`src/hw/rtl/msc_pkg.sv`:
```
// Shared constants, microcode types and the control store for the microphone
// sample conditioner. No dependencies; imported by mic_sample_conditioner_core.
package msc_pkg;

    // Defaults for the top-level parameters
    localparam int RAW_SHIFT_DEF = 14;
    localparam int FRAC_BITS_DEF = 20;

    // Filter state widths and coefficients
    localparam int DC_W         = 38;
    localparam int XIN_W        = 39;
    localparam int YOUT_W       = 42;
    localparam int DC_COEF_BITS = 24;
    localparam int HP_COEF_BITS = 16;
    localparam int GAIN_BITS    = 8;
    localparam logic [15:0] DC_COEF = 16'd16777;  // 0.001 in Q0.24
    localparam logic [15:0] HP_COEF = 16'd64160;  // 0.979 in Q0.16

    // Configuration port
    localparam int CFG_IDX_W  = 2;
    localparam int CFG_DATA_W = 16;
    localparam logic [CFG_IDX_W-1:0] CFG_SLOT_SELECT    = 2'd0;
    localparam logic [CFG_IDX_W-1:0] CFG_GAIN_Q8        = 2'd1;
    localparam logic [CFG_IDX_W-1:0] CFG_GATE_THRESHOLD = 2'd2;

    // Stream words
    localparam int IN_TDATA_W  = 64;
    localparam int OUT_TDATA_W = 16;

    // Gate divider
    localparam int QUO_W     = 15;
    localparam int DIV_CNT_W = 4;

    // Microcode
    localparam int UPC_W = 5;

    typedef enum logic [4:0] {
        OP_LOAD,
        OP_MUL_DC,
        OP_DC_UPD,
        OP_XIN,
        OP_HP_SUM,
        OP_MUL_HP,
        OP_HP_UPD,
        OP_MUL_GAIN,
        OP_MAG,
        OP_SETR,
        OP_SQ_LO,
        OP_SQ_HI,
        OP_DIV_INIT,
        OP_DIV_STEP,
        OP_GATE_OUT,
        OP_UNGATED,
        OP_EMIT
    } t_op;

    typedef enum logic [2:0] {
        COND_NEXT,
        COND_GOTO,
        COND_NOGATE,
        COND_LOOP,
        COND_END
    } t_cond;

    typedef struct packed {
        t_op               op;
        t_cond             cond;
        logic [UPC_W-1:0]  target;
    } t_cword;

    localparam logic [UPC_W-1:0] STEP_DIV     = 5'd13;
    localparam logic [UPC_W-1:0] STEP_UNGATED = 5'd15;
    localparam logic [UPC_W-1:0] STEP_EMIT    = 5'd16;

    // Control store: one word per step
    function automatic t_cword ucode_rom(input logic [UPC_W-1:0] addr);
        t_cword cw;
        cw = '{op: OP_EMIT, cond: COND_END, target: '0};
        case (addr)
            5'd0:  cw = '{op: OP_LOAD,     cond: COND_NEXT,   target: '0};
            5'd1:  cw = '{op: OP_MUL_DC,   cond: COND_NEXT,   target: '0};
            5'd2:  cw = '{op: OP_DC_UPD,   cond: COND_NEXT,   target: '0};
            5'd3:  cw = '{op: OP_XIN,      cond: COND_NEXT,   target: '0};
            5'd4:  cw = '{op: OP_HP_SUM,   cond: COND_NEXT,   target: '0};
            5'd5:  cw = '{op: OP_MUL_HP,   cond: COND_NEXT,   target: '0};
            5'd6:  cw = '{op: OP_HP_UPD,   cond: COND_NEXT,   target: '0};
            5'd7:  cw = '{op: OP_MUL_GAIN, cond: COND_NEXT,   target: '0};
            5'd8:  cw = '{op: OP_MAG,      cond: COND_NEXT,   target: '0};
            5'd9:  cw = '{op: OP_SETR,     cond: COND_NOGATE, target: STEP_UNGATED};
            5'd10: cw = '{op: OP_SQ_LO,    cond: COND_NEXT,   target: '0};
            5'd11: cw = '{op: OP_SQ_HI,    cond: COND_NEXT,   target: '0};
            5'd12: cw = '{op: OP_DIV_INIT, cond: COND_NEXT,   target: '0};
            5'd13: cw = '{op: OP_DIV_STEP, cond: COND_LOOP,   target: STEP_DIV};
            5'd14: cw = '{op: OP_GATE_OUT, cond: COND_GOTO,   target: STEP_EMIT};
            5'd15: cw = '{op: OP_UNGATED,  cond: COND_NEXT,   target: '0};
            5'd16: cw = '{op: OP_EMIT,     cond: COND_END,    target: '0};
            default: cw = '{op: OP_EMIT,   cond: COND_END,    target: '0};
        endcase
        return cw;
    endfunction

endpackage

```
`src/hw/rtl/mic_sample_conditioner_core.sv`:
```
// Microphone sample conditioner: DC removal, one-pole high-pass, gain, soft
// noise gate and clamp, run by a microcoded sequencer. Depends on msc_pkg.
// The sequencer accepts no new word until the previous one has been emitted,
// so the gate's 15-step restoring divider and the single shared multiplier
// set the pace; the ungated path skips the squaring and the divider.
// Reset (synchronous, active low): filter state zero, gain unity, gate off.
module mic_sample_conditioner_core #(
    parameter int RAW_SHIFT = msc_pkg::RAW_SHIFT_DEF,
    parameter int FRAC_BITS = msc_pkg::FRAC_BITS_DEF
) (
    input  logic                              i_clk,
    input  logic                              i_rst_n,
    // Configuration writes
    input  logic                              i_cfg_we,
    input  logic [msc_pkg::CFG_IDX_W-1:0]     i_cfg_idx,
    input  logic [msc_pkg::CFG_DATA_W-1:0]    i_cfg_wdata,
    // Input frames
    input  logic                              i_s_axis_tvalid,
    output logic                              o_s_axis_tready,
    input  logic [msc_pkg::IN_TDATA_W-1:0]    i_s_axis_tdata,  // left_word, right_word
    input  logic                              i_s_axis_tlast,  // block_end
    // Conditioned samples
    output logic                              o_m_axis_tvalid,
    input  logic                              i_m_axis_tready,
    output logic [msc_pkg::OUT_TDATA_W-1:0]   o_m_axis_tdata,  // sample_out
    output logic                              o_m_axis_tlast   // block_end_out
);
    import msc_pkg::*;

    // Working widths follow from the raw shift and the state scaling
    localparam int RAW_W  = 32 - RAW_SHIFT;
    localparam int RQ_W   = RAW_W + FRAC_BITS;
    localparam int DIFF_W = (RQ_W > DC_W ? RQ_W : DC_W) + 1;
    localparam int HS_W   = YOUT_W + 2;
    localparam int MA_W   = DIFF_W > HS_W ? DIFF_W : HS_W;
    localparam int MB_W   = 17;
    localparam int PR_W   = MA_W + MB_W;
    localparam int ACC_W  = PR_W > 64 ? PR_W : 64;
    localparam int MAG_W  = YOUT_W + 16;
    localparam int GSH    = FRAC_BITS + GAIN_BITS;   // gained sample fraction bits
    localparam int RSH    = GSH - 16;                // floor to Q.16
    localparam int R_W    = 31;
    localparam int SQ_LSB = 32;
    localparam int SQH_W  = 2 * QUO_W;

    localparam logic signed [ACC_W-1:0] DC_HALF  = ACC_W'(1) << (DC_COEF_BITS - 1);
    localparam logic signed [ACC_W-1:0] HP_HALF  = ACC_W'(1) << (HP_COEF_BITS - 1);
    localparam logic signed [ACC_W-1:0] DC_MAX   = (ACC_W'(1) << (DC_W - 1)) - ACC_W'(1);
    localparam logic signed [ACC_W-1:0] XIN_MAX  = (ACC_W'(1) << (XIN_W - 1)) - ACC_W'(1);
    localparam logic signed [ACC_W-1:0] YOUT_MAX = (ACC_W'(1) << (YOUT_W - 1)) - ACC_W'(1);
    localparam logic [QUO_W-1:0]        OUT_MAX  = '1;

    // Clamp to [-vmax-1, vmax]
    function automatic logic signed [ACC_W-1:0] sat_acc(
        input logic signed [ACC_W-1:0] v,
        input logic signed [ACC_W-1:0] vmax
    );
        logic signed [ACC_W-1:0] vmin;
        vmin = -vmax - ACC_W'(1);
        if (v > vmax) begin
            return vmax;
        end else if (v < vmin) begin
            return vmin;
        end
        return v;
    endfunction

    // Configuration
    logic                    r_slot, n_slot;
    logic [15:0]             r_gain, n_gain;
    logic [QUO_W-1:0]        r_thr, n_thr;
    // Sequencer
    logic                    r_busy, n_busy;
    logic [UPC_W-1:0]        r_upc, n_upc;
    // Frame capture
    logic signed [RAW_W-1:0] r_raw, n_raw;
    logic                    r_last, n_last;
    // Filter state
    logic signed [DC_W-1:0]   r_dc, n_dc;
    logic signed [XIN_W-1:0]  r_xin, n_xin;
    logic signed [YOUT_W-1:0] r_yout, n_yout;
    // Datapath scratch
    logic signed [XIN_W-1:0]  r_x, n_x;
    logic signed [MA_W-1:0]   r_t, n_t;
    logic signed [ACC_W-1:0]  r_acc, n_acc;
    logic [MAG_W-1:0]         r_mag, n_mag;
    logic                     r_neg, n_neg;
    // Gate divider
    logic [QUO_W-1:0]         r_rem, n_rem;
    logic [QUO_W-1:0]         r_num, n_num;
    logic [QUO_W-1:0]         r_quo, n_quo;
    logic [DIV_CNT_W-1:0]     r_cnt, n_cnt;
    logic [15:0]              r_res, n_res;
    // Output word
    logic                     r_out_valid, n_out_valid;
    logic [15:0]              r_out_data, n_out_data;
    logic                     r_out_last, n_out_last;

    t_cword                   w_cw;
    logic                     w_accept;
    logic signed [31:0]       w_word;
    logic signed [RQ_W-1:0]   w_rawq;
    logic [15:0]              w_mul_b;
    logic signed [PR_W-1:0]   w_prod;
    logic signed [ACC_W-1:0]  w_dc_rnd, w_dc_sat;
    logic signed [ACC_W-1:0]  w_xsat;
    logic signed [ACC_W-1:0]  w_hp_rnd, w_ysat;
    logic [ACC_W-1:0]         w_abs;
    logic                     w_gate;
    logic [SQH_W-1:0]         w_sq_hi;
    logic [QUO_W:0]           w_trial;
    logic                     w_qbit;
    logic [MAG_W-1:0]         w_ires;
    logic [QUO_W-1:0]         w_ures;
    logic                     w_out_busy;

    assign w_cw     = ucode_rom(r_upc);
    assign w_accept = i_s_axis_tvalid && !r_busy;
    assign w_word   = r_slot ? $signed(i_s_axis_tdata[63:32]) : $signed(i_s_axis_tdata[31:0]);
    assign w_rawq   = $signed({r_raw, {FRAC_BITS{1'b0}}});

    // Shared multiplier: scratch operand times a coefficient, the gain, or a slice
    // of the scratch itself for the squaring
    always_comb begin
        case (w_cw.op)
            OP_MUL_DC:   w_mul_b = DC_COEF;
            OP_MUL_HP:   w_mul_b = HP_COEF;
            OP_MUL_GAIN: w_mul_b = r_gain;
            OP_SQ_LO:    w_mul_b = r_t[15:0];
            OP_SQ_HI:    w_mul_b = {1'b0, r_t[R_W-1:16]};
            default:     w_mul_b = '0;
        endcase
    end
    assign w_prod = r_t * $signed({1'b0, w_mul_b});

    // Rounding (half up) and saturation of the filter updates
    assign w_dc_rnd = (r_acc + DC_HALF) >>> DC_COEF_BITS;
    assign w_dc_sat = sat_acc(w_dc_rnd + ACC_W'(r_dc), DC_MAX);
    assign w_xsat   = sat_acc(ACC_W'(w_rawq) - ACC_W'(r_dc), XIN_MAX);
    assign w_hp_rnd = (r_acc + HP_HALF) >>> HP_COEF_BITS;
    assign w_ysat   = sat_acc(w_hp_rnd, YOUT_MAX);
    assign w_abs    = r_acc[ACC_W-1] ? ACC_W'(-r_acc) : ACC_W'(r_acc);

    // Gate applies when enabled and the gained magnitude is under the threshold
    assign w_gate  = (r_thr != '0) && (r_mag < (MAG_W'(r_thr) << GSH));
    // Quotient of r*r by threshold<<32 only needs the square's top bits
    assign w_sq_hi = r_acc[SQ_LSB +: SQH_W];
    assign w_trial = {r_rem, r_num[QUO_W-1]};
    assign w_qbit  = w_trial >= {1'b0, r_thr};
    assign w_ires  = r_mag >> GSH;
    assign w_ures  = (w_ires > MAG_W'(OUT_MAX)) ? OUT_MAX : w_ires[QUO_W-1:0];
    assign w_out_busy = r_out_valid && !i_m_axis_tready;

    always_comb begin
        n_slot      = r_slot;
        n_gain      = r_gain;
        n_thr       = r_thr;
        n_busy      = r_busy;
        n_upc       = r_upc;
        n_raw       = r_raw;
        n_last      = r_last;
        n_dc        = r_dc;
        n_xin       = r_xin;
        n_yout      = r_yout;
        n_x         = r_x;
        n_t         = r_t;
        n_acc       = r_acc;
        n_mag       = r_mag;
        n_neg       = r_neg;
        n_rem       = r_rem;
        n_num       = r_num;
        n_quo       = r_quo;
        n_cnt       = r_cnt;
        n_res       = r_res;
        n_out_data  = r_out_data;
        n_out_last  = r_out_last;
        // Drop the output word once taken
        n_out_valid = r_out_valid && !i_m_axis_tready;

        if (i_cfg_we) begin
            case (i_cfg_idx)
                CFG_SLOT_SELECT:    n_slot = i_cfg_wdata[0];
                CFG_GAIN_Q8:        n_gain = i_cfg_wdata;
                CFG_GATE_THRESHOLD: n_thr  = i_cfg_wdata[QUO_W-1:0];
                default: ;
            endcase
        end

        if (w_accept) begin
            // Capture the chosen slot already shifted down to the raw sample
            n_raw  = w_word[31:RAW_SHIFT];
            n_last = i_s_axis_tlast;
            n_busy = 1'b1;
            n_upc  = '0;
        end else if (r_busy) begin
            case (w_cw.op)
                OP_LOAD:     n_t   = MA_W'(w_rawq) - MA_W'(r_dc);
                OP_MUL_DC:   n_acc = ACC_W'(w_prod);
                OP_DC_UPD:   n_dc  = w_dc_sat[DC_W-1:0];
                OP_XIN:      n_x   = w_xsat[XIN_W-1:0];
                OP_HP_SUM: begin
                    n_t   = MA_W'(r_yout) + MA_W'(r_x) - MA_W'(r_xin);
                    n_xin = r_x;
                end
                OP_MUL_HP:   n_acc = ACC_W'(w_prod);
                OP_HP_UPD: begin
                    n_yout = w_ysat[YOUT_W-1:0];
                    n_t    = w_ysat[MA_W-1:0];
                end
                OP_MUL_GAIN: n_acc = ACC_W'(w_prod);
                OP_MAG: begin
                    n_neg = r_acc[ACC_W-1];
                    n_mag = w_abs[MAG_W-1:0];
                end
                OP_SETR:     n_t   = $signed(MA_W'(r_mag[RSH +: R_W]));
                OP_SQ_LO:    n_acc = ACC_W'(w_prod);
                OP_SQ_HI:    n_acc = r_acc + (ACC_W'(w_prod) <<< 16);
                OP_DIV_INIT: begin
                    // Top half stays below the threshold since the quotient fits
                    n_rem = w_sq_hi[SQH_W-1:QUO_W];
                    n_num = w_sq_hi[QUO_W-1:0];
                    n_quo = '0;
                    n_cnt = DIV_CNT_W'(QUO_W - 1);
                end
                OP_DIV_STEP: begin
                    n_rem = w_qbit ? QUO_W'(w_trial - {1'b0, r_thr}) : w_trial[QUO_W-1:0];
                    n_num = {r_num[QUO_W-2:0], 1'b0};
                    n_quo = {r_quo[QUO_W-2:0], w_qbit};
                    n_cnt = r_cnt - DIV_CNT_W'(1);
                end
                OP_GATE_OUT: n_res = r_neg ? 16'(-{1'b0, r_quo}) : {1'b0, r_quo};
                OP_UNGATED:  n_res = r_neg ? 16'(-{1'b0, w_ures}) : {1'b0, w_ures};
                OP_EMIT: begin
                    // Hold here while the previous word still waits
                    if (!w_out_busy) begin
                        n_out_valid = 1'b1;
                        n_out_data  = r_res;
                        n_out_last  = r_last;
                    end
                end
                default: ;
            endcase

            case (w_cw.cond)
                COND_NEXT:   n_upc = r_upc + UPC_W'(1);
                COND_GOTO:   n_upc = w_cw.target;
                COND_NOGATE: n_upc = w_gate ? r_upc + UPC_W'(1) : w_cw.target;
                COND_LOOP:   n_upc = (r_cnt != '0) ? w_cw.target : r_upc + UPC_W'(1);
                COND_END: begin
                    if (!w_out_busy) begin
                        n_busy = 1'b0;
                        n_upc  = '0;
                    end
                end
                default:     n_upc = '0;
            endcase
        end
    end

    always_ff @(posedge i_clk) begin
        if (!i_rst_n) begin
            r_slot      <= 1'b0;
            r_gain      <= 16'd256;
            r_thr       <= '0;
            r_busy      <= 1'b0;
            r_upc       <= '0;
            r_dc        <= '0;
            r_xin       <= '0;
            r_yout      <= '0;
            r_out_valid <= 1'b0;
        end else begin
            r_slot      <= n_slot;
            r_gain      <= n_gain;
            r_thr       <= n_thr;
            r_busy      <= n_busy;
            r_upc       <= n_upc;
            r_dc        <= n_dc;
            r_xin       <= n_xin;
            r_yout      <= n_yout;
            r_out_valid <= n_out_valid;
        end
        r_raw      <= n_raw;
        r_last     <= n_last;
        r_x        <= n_x;
        r_t        <= n_t;
        r_acc      <= n_acc;
        r_mag      <= n_mag;
        r_neg      <= n_neg;
        r_rem      <= n_rem;
        r_num      <= n_num;
        r_quo      <= n_quo;
        r_cnt      <= n_cnt;
        r_res      <= n_res;
        r_out_data <= n_out_data;
        r_out_last <= n_out_last;
    end

    assign o_s_axis_tready = !r_busy;
    assign o_m_axis_tvalid = r_out_valid;
    assign o_m_axis_tdata  = r_out_data;
    assign o_m_axis_tlast  = r_out_last;

    // An accepted frame starts the program at its first step
    a_start: assert property (@(posedge i_clk) disable iff (!i_rst_n)
        w_accept |=> r_busy && (r_upc == '0))
        else $error("sequencer did not start at step zero");

    // The step counter never leaves the control store
    a_upc_range: assert property (@(posedge i_clk) disable iff (!i_rst_n)
        r_busy |-> (r_upc <= STEP_EMIT))
        else $error("step counter out of range");

    // Restoring divider keeps its partial remainder under the divisor
    a_div_rem: assert property (@(posedge i_clk) disable iff (!i_rst_n)
        (r_busy && (w_cw.op == OP_DIV_STEP)) |-> (r_rem < r_thr))
        else $error("divider remainder not below threshold");

    // A gated magnitude is always below the threshold
    a_gate_out: assert property (@(posedge i_clk) disable iff (!i_rst_n)
        (r_busy && (w_cw.op == OP_GATE_OUT)) |-> (r_quo < r_thr))
        else $error("gated sample reached the threshold");

endmodule
```
`config.mk`:
```
export PLATFORM = sky130hd
export DESIGN_NAME = mic_sample_conditioner_core
export DESIGN_NICKNAME = d
export VERILOG_FILES = /design/src/hw/rtl/msc_pkg.sv /design/src/hw/rtl/mic_sample_conditioner_core.sv
export SDC_FILE = /design/constraint.sdc
export NUM_CORES = 2
export LEC_CHECK = 0
export BUFFER_PORTS_ARGS = -buffer_cell sky130_fd_sc_hd__buf_2
export CORE_MARGIN = 2
export CORE_UTILIZATION = 63
export CTS_BUF_LIST = sky130_fd_sc_hd__clkbuf_8
export DETAILED_ROUTE_END_ITERATION = 10
export HOLD_SLACK_MARGIN = 0.02
export PLACE_DENSITY = 0.8
export SETUP_SLACK_MARGIN = 0.5
export SLEW_MARGIN = 20
export SYNTH_ARGS = -nofsm -noshare
export SYNTH_HDL_FRONTEND = slang
export SYNTH_SLANG_ARGS = --single-unit
```
`constraint.sdc`:
```
create_clock -name i_clk -period 19 [get_ports i_clk]
set_input_delay 2.85 -clock i_clk [delete_from_list [all_inputs] [get_ports i_clk]]
set_output_delay 2.85 -clock i_clk [all_outputs]
set_load 0.01 [all_outputs]
```
==> flow_summary.toml <==
[synthesis]
ys_types = 82
synth_edf_count = 295
synth_nets = 7543
synth_top_area_cell = "fa_1"
ys_seq_area_share_pct = 21.7
ys_seq_elements = 462
synth_area_leaders = "fa_1 25%, edfxtp_1 16%, ha_1 7.4%, inv_1 7.1%, nand2_1 6.1%"
syn-instance-count = 6423
netlist_area_um2 = 56100
synth_ff_type = "edfxtp_1"
synth_area_per_cell_um2 = 8.74
async_reset_ff_share_pct = 0
synth_top_area_share_pct = 25.0
synth_warnings = 0

[layout]
multiInputGateArea_um2 = 39000
nFillCells = 7095
ff_latch_area_um2 = 12200
areaGrowthSynthToFinish_pct = 5.59
fin_nets = 7467
drive_gt1_share_pct = 5.64
layout.core_utilization_pct = 67.1

[setup_path]
crit_path_max_fanout = 61
r2r_cells = 35
crit_path_end_kind = "register"
reg2reg_to = "r_acc[62]$_DFFE_PP_"
r2r_start = "w_cw[9]$_SDFF_PP0_"
cpPeakStageDelay_ns = 0.88
arrival_ns = 12.23
cpMostUsedCell = "fa_1"
critPathLaunchType = "register"
crit_required_ns = 19.44
r2r_slack_ns = 7.21
slowest_stage = "nor2_1"
path_class = "reg -> reg"

[clocking]
root_buffer = "clkbuf_8"
clock_latency_ns = 0.73
ctsHtreeMaxLevel = 3
cts.path.max_buffers = 3
cts_hold_buf = 0
cts_setup_buffers = 0
numClockSinks = 462
ctsResizeCount = 0
tritoncts = "built"
cts_buffers = 81
clkTransAtPathRegs_ns = 0.06

[timing]
finalCritPeriodShare_pct = 62.1
fin_skew_ns = 0.0496
rsz0062_at_grt = "false"
slew_headroom_pct = 19.6
hold_slack_ns = 0.415
tightestPinTransition_ns = 1.21
period_minus_slack_ns = 11.79
drv_slew = 0
finalHoldViolCount = 0
finalSetupTns_ns = 0
setup-violations-final = 0
fmax_mhz = 84.8

[route]
routed_wl_um = 162000
routed-via-count = 46200
drt_iter0_markers = 4642
first_pass_iters = 9
vias_per_cell = 6.09
drcViolationCount = 0
wl_per_cell_um = 21.4
ant_nets = 0

[worst_hold_path]
hp-start = "r_res[10]$_DFFE_PP_"
hold_path.class = "reg -> reg"
whs_endpoint = "o_m_axis_tdata[10]$_DFFE_PP_"
hold_depth = 0

[floorplanning]
die_y_um = 303
die_x_um = 303
rows = 109
start_util_pct = 63.5
coreArea_um2 = 88400
die_area_um2 = 91500
io_pins = 107

[placement]
place_hpwl_um = 121000
gp_congestion = 1.01
port_buffers = 78

[power_and_ir_drop]
clockPowerShare_pct = 34.8
p_sw_share_pct = 33.8
combPwrFrac_pct = 24.2
irDropWorstVdd_uv = 52.9
p_total_uw = 2840
p_seq_share_pct = 41.0
power.switching_uw = 960
p_int_uw = 1880
p_leak_uw = 0.0270
powerDensity_nw_per_um2 = 47.9

[global_route]
grt_max_degree = 79
grt_pass1_vias = 46400
antenna_found_initial = 9
grt_pass1_wl_um = 256000
grtUsageTotal_pct = 36.3
grt_overflow = 0

[run_status]
status = "completed"

[run]
maxCapViolations = 0
[logic make-up (layout without fill, tap and decap cells)]
family / after synthesis / after routing / synth area share, %
AND/OR/NAND/NOR: 2004 / 2004 / 17.0
buffers and inverters: 1364 / 1356 / 9.13
AO/OA/AOI/OAI: 1145 / 1145 / 13.1
adder cells (fa/ha/maj): 1032 / 1032 / 32.4
flip-flops: 462 / 462 / 21.7
XOR/XNOR: 369 / 369 / 5.76
multiplexers: 47 / 47 / 0.887
other: 0 / 7 / 0
[synthesized netlist by cell type (10+ instances only)]
library cell,number
nand3_1,77
a211oi_1,29
nor2b_1,33
o22ai_1,45
dfxtp_1,167
mux2_2,22
and2_1,310
mux2i_1,25
a31oi_1,36
nor3b_1,39
nand3b_1,10
nand2_1,905
xnor2_1,242
o31ai_1,37
xor2_1,127
fa_1,702
or3_1,40
or4_1,14
buf_1,16
ha_1,330
o41ai_1,11
edfxtp_1,295
nor3_1,70
clkbuf_1,286
and3_1,28
o21ai_1,11
nor4_1,36
inv_1,1055
o21bai_1,23
a21boi_0,84
a21o_1,158
a222oi_1,11
nand4_1,50
a21oi_1,258
o211ai_1,25
or2_2,16
o21ai_0,270
nor2_1,287
nand2b_1,64
a22oi_1,30
o21a_1,27
[metal layers]
metal  wire (um)  up-vias  global-route usage (%)  part of all wire (%)
met5         103        -                       0                 0.063
met4       10100        8                    20.1                   6.2
met3       17000      569                    8.44                    11
met2       73600     2351                    56.8                    45
met1       61400    22600                    46.7                    38
li1            -    20700                       -                     -
[final cells by class]
type                       count  share of cell area (%)
clock inverter                54                   0.648
timing repair buffer         150                    1.60
sequential                   462                    20.6
multi-input combinational   4597                    65.7
antenna                        7                  0.0295
clock buffer                  97                    2.25
tap                         1165                    2.46
inverter                    1055                    6.68
[cells in the final DEF, fill, tap and decap left out, types with 64 or more instances in the layout]
cell type / count
nor2_1: 283
a21o_1: 158
nand2_1: 903
nand2b_1: 64
dfxtp_1: 166
ha_1: 330
fa_1: 702
nor3_1: 64
edfxtp_1: 295
nand3_1: 76
clkbuf_8: 97
inv_1: 1077
a21boi_0: 84
a21oi_1: 257
xnor2_1: 242
buf_2: 77
and2_1: 310
o21ai_0: 270
buf_4: 72
xor2_1: 127
[state kept, by name, summed over array words and instances (netlist names), 4 cells and up]
| name | count |
|---|---|
| r_acc | 64 |
| r_mag | 46 |
| r_t | 44 |
| r_yout | 42 |
| r_x | 39 |
| r_xin | 39 |
| r_dc | 38 |
| r_raw | 18 |
| o_m_axis_tdata | 16 |
| r_gain | 16 |
| r_res | 16 |
| r_num | 15 |
| r_quo | 15 |
| r_rem | 15 |
| r_thr | 15 |
| w_cw | 9 |
| r_upc | 5 |
| r_cnt | 4 |
[power by group through the flow]
| stage | logic [uW] | clock network [uW] | registers (uW) |
|---|---|---|---|
| 6_report | 687 | 990 | 1160 |
| 5_1_grt | 758 | 1040 | 1160 |
| 4_1_cts | 675 | 997 | 1160 |
| 3_5_place_dp | 670 | 0 | 1180 |
| 3_3_place_gp | 654 | 0 | 1180 |
| 2_1_floorplan | 502 | 0 | 1130 |
[metrics by stage]
| step | setup WS (ns) | std cells | instance area (um2) |
|---|---|---|---|
| global placement | 7.59 | 7428 | 57500 |
| CTS | 7.49 | 7579 | 59200 |
| global route | 6.67 | 7581 | 59300 |
| detailed placement | 7.57 | 7428 | 57500 |
| finish | 7.21 | 7587 | 59300 |
| floorplan | 9.44 | 6423 | 56100 |
[worst max-delay path by stage]
stage	cells past startpoint	end	start
2_1_floorplan	38	r_acc[62]$_DFFE_PP_	w_cw[10]$_SDFF_PP0_
3_3_place_gp	35	r_acc[62]$_DFFE_PP_	w_cw[9]$_SDFF_PP0_
3_5_place_dp	38	r_acc[61]$_DFFE_PP_	w_cw[9]$_SDFF_PP0_
4_1_cts	38	r_acc[61]$_DFFE_PP_	w_cw[9]$_SDFF_PP0_
5_1_grt	38	r_acc[61]$_DFFE_PP_	w_cw[9]$_SDFF_PP0_
6_report	35	r_acc[62]$_DFFE_PP_	w_cw[9]$_SDFF_PP0_
[worst max-delay path: cells and delay by family, from the launching register on]
family,cells,cell delay (ns)
adder cells (fa/ha/maj),8,3.83
AO/OA/AOI/OAI,9,2.76
AND/OR/NAND/NOR,10,2.70
buffers and inverters,7,1.49
XOR/XNOR,1,0.40
flip-flops,1,0.31
(Power assumes the default switching activity.)
